[config.mk]
export PLATFORM = sky130hd
export DESIGN_NAME = rfor_cover
export DESIGN_NICKNAME = d
export VERILOG_FILES = /design/src/hw/rtl/rectangle_fill_outline_raster_defines.svh /design/src/hw/rtl/rfor_pkg.sv /design/src/hw/rtl/rfor_cover.sv
export SDC_FILE = /design/constraint.sdc
export NUM_CORES = 1
export LEC_CHECK = 0
export ABC_AREA = 1
export BUFFER_PORTS_ARGS = -buffer_cell sky130_fd_sc_hd__buf_2
export CORE_UTILIZATION = 46
export DETAILED_ROUTE_END_ITERATION = 10
export GPL_ROUTABILITY_DRIVEN = 0
export PLACE_DENSITY = 0.84
export SETUP_SLACK_MARGIN = 0.2
export SLEW_MARGIN = 10
export SYNTH_ARGS = -nofsm -noshare
export SYNTH_HDL_FRONTEND = slang
export SYNTH_SLANG_ARGS = --single-unit
[constraint.sdc]
create_clock -name vclk -period 1.4
set_input_delay 0 -clock vclk [all_inputs]
set_output_delay 0 -clock vclk [all_outputs]
set_load 0.05 [all_outputs]
[src/hw/rtl/rectangle_fill_outline_raster_defines.svh]
// Assertion macros for the rectangle rasterizer RTL.
// Included by files that carry concurrent checks; needs nothing else.
`ifndef RECTANGLE_FILL_OUTLINE_RASTER_DEFINES_SVH
`define RECTANGLE_FILL_OUTLINE_RASTER_DEFINES_SVH

// same-cycle implication, checks off while reset is high
`define RFOR_ASSERT_SAME(label, clk, rst, ante, cons, msg) \
   label: assert property (@(posedge clk) disable iff (rst) (ante) |-> (cons)) \
      else $error(msg);

// next-cycle implication, checks off while reset is high
`define RFOR_ASSERT_NEXT(label, clk, rst, ante, cons, msg) \
   label: assert property (@(posedge clk) disable iff (rst) (ante) |=> (cons)) \
      else $error(msg);

`endif

[src/hw/rtl/rfor_pkg.sv]
// Shared types and constants for the rectangle rasterizer.
// Used by rfor_cover and rectangle_fill_outline_raster; no dependencies.
`default_nettype none

package rfor_pkg;

   localparam int DEF_MAX_WIDTH  = 256;
   localparam int DEF_MAX_HEIGHT = 256;
   localparam int DEF_FRAC_BITS  = 8;

   // configuration register indexes
   localparam logic [1:0] REG_CANVAS_WIDTH    = 2'd0;
   localparam logic [1:0] REG_CANVAS_HEIGHT   = 2'd1;
   localparam logic [1:0] REG_BACKGROUND_CODE = 2'd2;

   localparam logic [7:0] BACKGROUND_RESET = 8'd32;

   typedef enum logic [1:0] {
      KIND_CLEAR = 2'd0,
      KIND_DRAW  = 2'd1,
      KIND_READ  = 2'd2,
      KIND_NOP   = 2'd3
   } kind_type;

   typedef enum logic [1:0] {
      STATUS_OK      = 2'd0,
      STATUS_ERROR   = 2'd1,
      STATUS_OUTSIDE = 2'd2
   } status_type;

   typedef enum logic [1:0] {
      S_IDLE,
      S_SWEEP,
      S_READ,
      S_READ_OUT
   } state_type;

   // rectangle geometry in fixed point, right/bottom already summed
   typedef struct packed {
      logic        filled;
      logic [20:0] left;
      logic [20:0] top;
      logic [21:0] right;
      logic [21:0] bottom;
   } rect_type;

endpackage

`default_nettype wire

[src/hw/rtl/rfor_cover.sv]
// Pixel coverage unit: decides whether the pixel at (col, row) takes the paint code.
// Depends on rfor_pkg (rect_type, default fraction width).
`default_nettype none

module rfor_cover #(
   parameter int FRAC_BITS = rfor_pkg::DEF_FRAC_BITS
) (
   input  logic [8:0]        col,
   input  logic [8:0]        row,
   input  rfor_pkg::rect_type rect,
   output logic              paint
);

   localparam int CMP_W = (((9 + FRAC_BITS) > 22) ? (9 + FRAC_BITS) : 22) + 2;
   localparam logic signed [CMP_W-1:0] ONE = CMP_W'(1) << FRAC_BITS;

   logic signed [CMP_W-1:0] px;
   logic signed [CMP_W-1:0] py;
   logic signed [CMP_W-1:0] left_x;
   logic signed [CMP_W-1:0] right_x;
   logic signed [CMP_W-1:0] top_y;
   logic signed [CMP_W-1:0] bottom_y;
   logic signed [CMP_W-1:0] d_left;
   logic signed [CMP_W-1:0] d_right;
   logic signed [CMP_W-1:0] d_top;
   logic signed [CMP_W-1:0] d_bottom;
   logic                    in_x;
   logic                    in_y;
   logic                    edge_x;
   logic                    edge_y;

   assign px       = CMP_W'(col) << FRAC_BITS;
   assign py       = CMP_W'(row) << FRAC_BITS;
   assign left_x   = {{(CMP_W-21){rect.left[20]}}, rect.left};
   assign right_x  = {{(CMP_W-22){rect.right[21]}}, rect.right};
   assign top_y    = {{(CMP_W-21){rect.top[20]}}, rect.top};
   assign bottom_y = {{(CMP_W-22){rect.bottom[21]}}, rect.bottom};

   assign d_left   = px - left_x;
   assign d_right  = right_x - px;
   assign d_top    = py - top_y;
   assign d_bottom = bottom_y - py;

   // inside when both distances are non-negative
   assign in_x   = !d_left[CMP_W-1] && !d_right[CMP_W-1];
   assign in_y   = !d_top[CMP_W-1] && !d_bottom[CMP_W-1];
   assign edge_x = (d_left < ONE) || (d_right < ONE);
   assign edge_y = (d_top < ONE) || (d_bottom < ONE);

   assign paint = in_x && in_y && (rect.filled || edge_x || edge_y);

endmodule

`default_nettype wire

==> impl_metrics.json <==
{
  "status": "complete, but fails checks",
  "violations": "setup timing",
  "fin_total_pwr_w": 0.00183,
  "grt_pass1_vias": 4223,
  "synth_cells": 685,
  "yosys.cell_types.count": 30,
  "die_x_um": 86.0,
  "setup_ws_ns": -0.620,
  "detailed_place_hpwl_um": 8100,
  "grt-ovfl-total": 0,
  "grt_first_pass_wirelength_um": 16500,
  "finalSetupViolations": 1,
  "path_class": "in -> out",
  "period_needed_ns": 2.02,
  "fin_cells": 951,
  "worst_pin_slew_ns": 0.373,
  "wl_per_cell_um": 11.9,
  "syn-num-nets": 828,
  "io_buffer_count": 90,
  "num-nets-final": 1000,
  "clock_buffers": 0,
  "hold_violations": 0,
  "required_ns": 1.40,
  "n_fill_cell": 538,
  "synth_area_sq_mm": 0.00325,
  "syn_to_final_growth_pct": 50.0,
  "ant_nets": 0,
  "drtPass1Iterations": 5,
  "drt_iter0_drc": 234,
  "die_h_um": 86.0,
  "cp.arrival_ns": 2.02,
  "worstSetupEndpointType": "output port",
  "max_freq_mhz": 495,
  "yosysTopAreaCellShare": 0.292,
  "core_area_sq_mm": 0.00679,
  "yosysSeqAreaShare": 0,
  "antenna_cells": 0,
  "ios": 106,
  "power_leakage_nw": 2.93,
  "synth.most_common_cell": "nand2_1",
  "viasPerCell": 4.96,
  "grt_antenna_before_repair": 0,
  "synth_area_leader_cell": "nand2_1",
  "yosys-top-cells-count": "nand2_1 (253), inv_1 (158), nor2_1 (90)",
  "drt-total-wl_um": 11300,
  "timing.final.max_slew_violations": 0,
  "num_rows": 30,
  "final_layout_size_suffix_gt1_frac": 0.294,
  "gr-usage-all-layers": 0.264,
  "start_kind": "input pin",
  "grt_max_degree": 6,
  "yosys_warnings": 0,
  "synth.area.top_cells": "nand2_1 (29%), inv_1 (18%), ha_1 (14%), nor2_1 (10%), nand3_1 (9.1%)",
  "maxCapViolCount": 0,
  "regArea_sq_um": 0,
  "start_util": 0.478,
  "relSlewSlack": 0.750,
  "rsz0062_at_grt": "true",
  "vdd_drop_max_uv": 229,
  "holdCritPathClass": "in -> out",
  "seq_cell_count": 0,
  "pwr_density_cell_mw_per_mm2": 375,
  "drc": 0,
  "dp.cells": 949,
  "totalNegativeSetupSlack_ns": -0.620,
  "timing.final.crit_share": 1.44,
  "vias": 4714,
  "dieArea_sq_mm": 0.00740,
  "avgSynthCellArea_sq_um": 4.74,
  "critPathMaxFanout": 4
}
## timing repair
item                                    in CTS  in global routing
endpoints found under the setup margin       1                  1
pin swaps                                   14                 23
hold buffers                                 0                  0
buffers inserted                             0                  2
gates resized for setup                     24                 58
## layout make-up
type / count / area, sq um / share of cell area
Tap cell: 96 / 120 / 0.0247
Timing Repair Buffer: 170 / 1080 / 0.221
Inverter: 159 / 602 / 0.124
Multi-Input combinational cell: 526 / 3070 / 0.631
## worst paths after layout
kind | start | endpoint | cells past startpoint
setup / recovery | rect[54] | paint | 18
hold / removal | rect[20] | paint | 4
## where the power goes
group	internal, W	switching, W
combinational	0.000836	0.000993
sequential	0	0
clock	0	0
total	0.000836	0.000993
## cells by family (layout without fill, tap and decap cells)
kind of cell,after synthesis,in the layout,synth area share
buffers and inverters,159,329,0.184
and+or+nand+nor,441,441,0.575
AOI/OAI and AO/OA,39,39,0.0682
adders and majority gates,38,38,0.151
xor gates and xnor gates,8,8,0.0216
## through the flow
step | util | setup slack, ns | hold slack [ns] | instance area, sq um
floorplan | - | -0.304 | 0.362 | 3270
global placement | 0.652 | -0.592 | 0.579 | 4430
detailed placement | 0.652 | -0.611 | 0.588 | 4430
CTS | 0.667 | -0.500 | 0.472 | 4530
global route | 0.717 | -0.766 | 0.481 | 4870
finish | 0.717 | -0.620 | 0.448 | 4870
## layer usage
layer  part of all wire  GRT usage
met1               0.41      0.307
met2               0.51      0.504
met3              0.047     0.0231
met4              0.038     0.0848
met5                  0          0
## layout by cell type (no fill, tap or decap), drive strengths merged
cell / count
a211oi: 1
a21boi: 1
a21o: 2
a21oi: 24
and2: 1
buf: 170
fa: 2
ha: 36
inv: 159
nand2: 257
nand3: 60
nand3b: 10
nand4: 14
nor2: 93
nor3: 5
nor3b: 1
o2111a: 1
o21a: 1
o21ai: 6
o21bai: 3
xnor2: 3
xor2: 5
## worst max-delay path, stage by stage
cell and delay (ns):
buf_2 0.08, inv_1 0.06, ha_4 0.30, nand2_1 0.05, inv_1 0.14, nand2_1 0.10, nand3_1 0.16, inv_1 0.10
nand2_1 0.09, nand2_1 0.07, nand2_1 0.08, nand3_1 0.10, nor3_2 0.18, nand2_1 0.07, nand3_1 0.11, nor2_2 0.06
nor2_4 0.12, buf_8 0.15
Note: power is estimated with default switching activity, not from simulation.
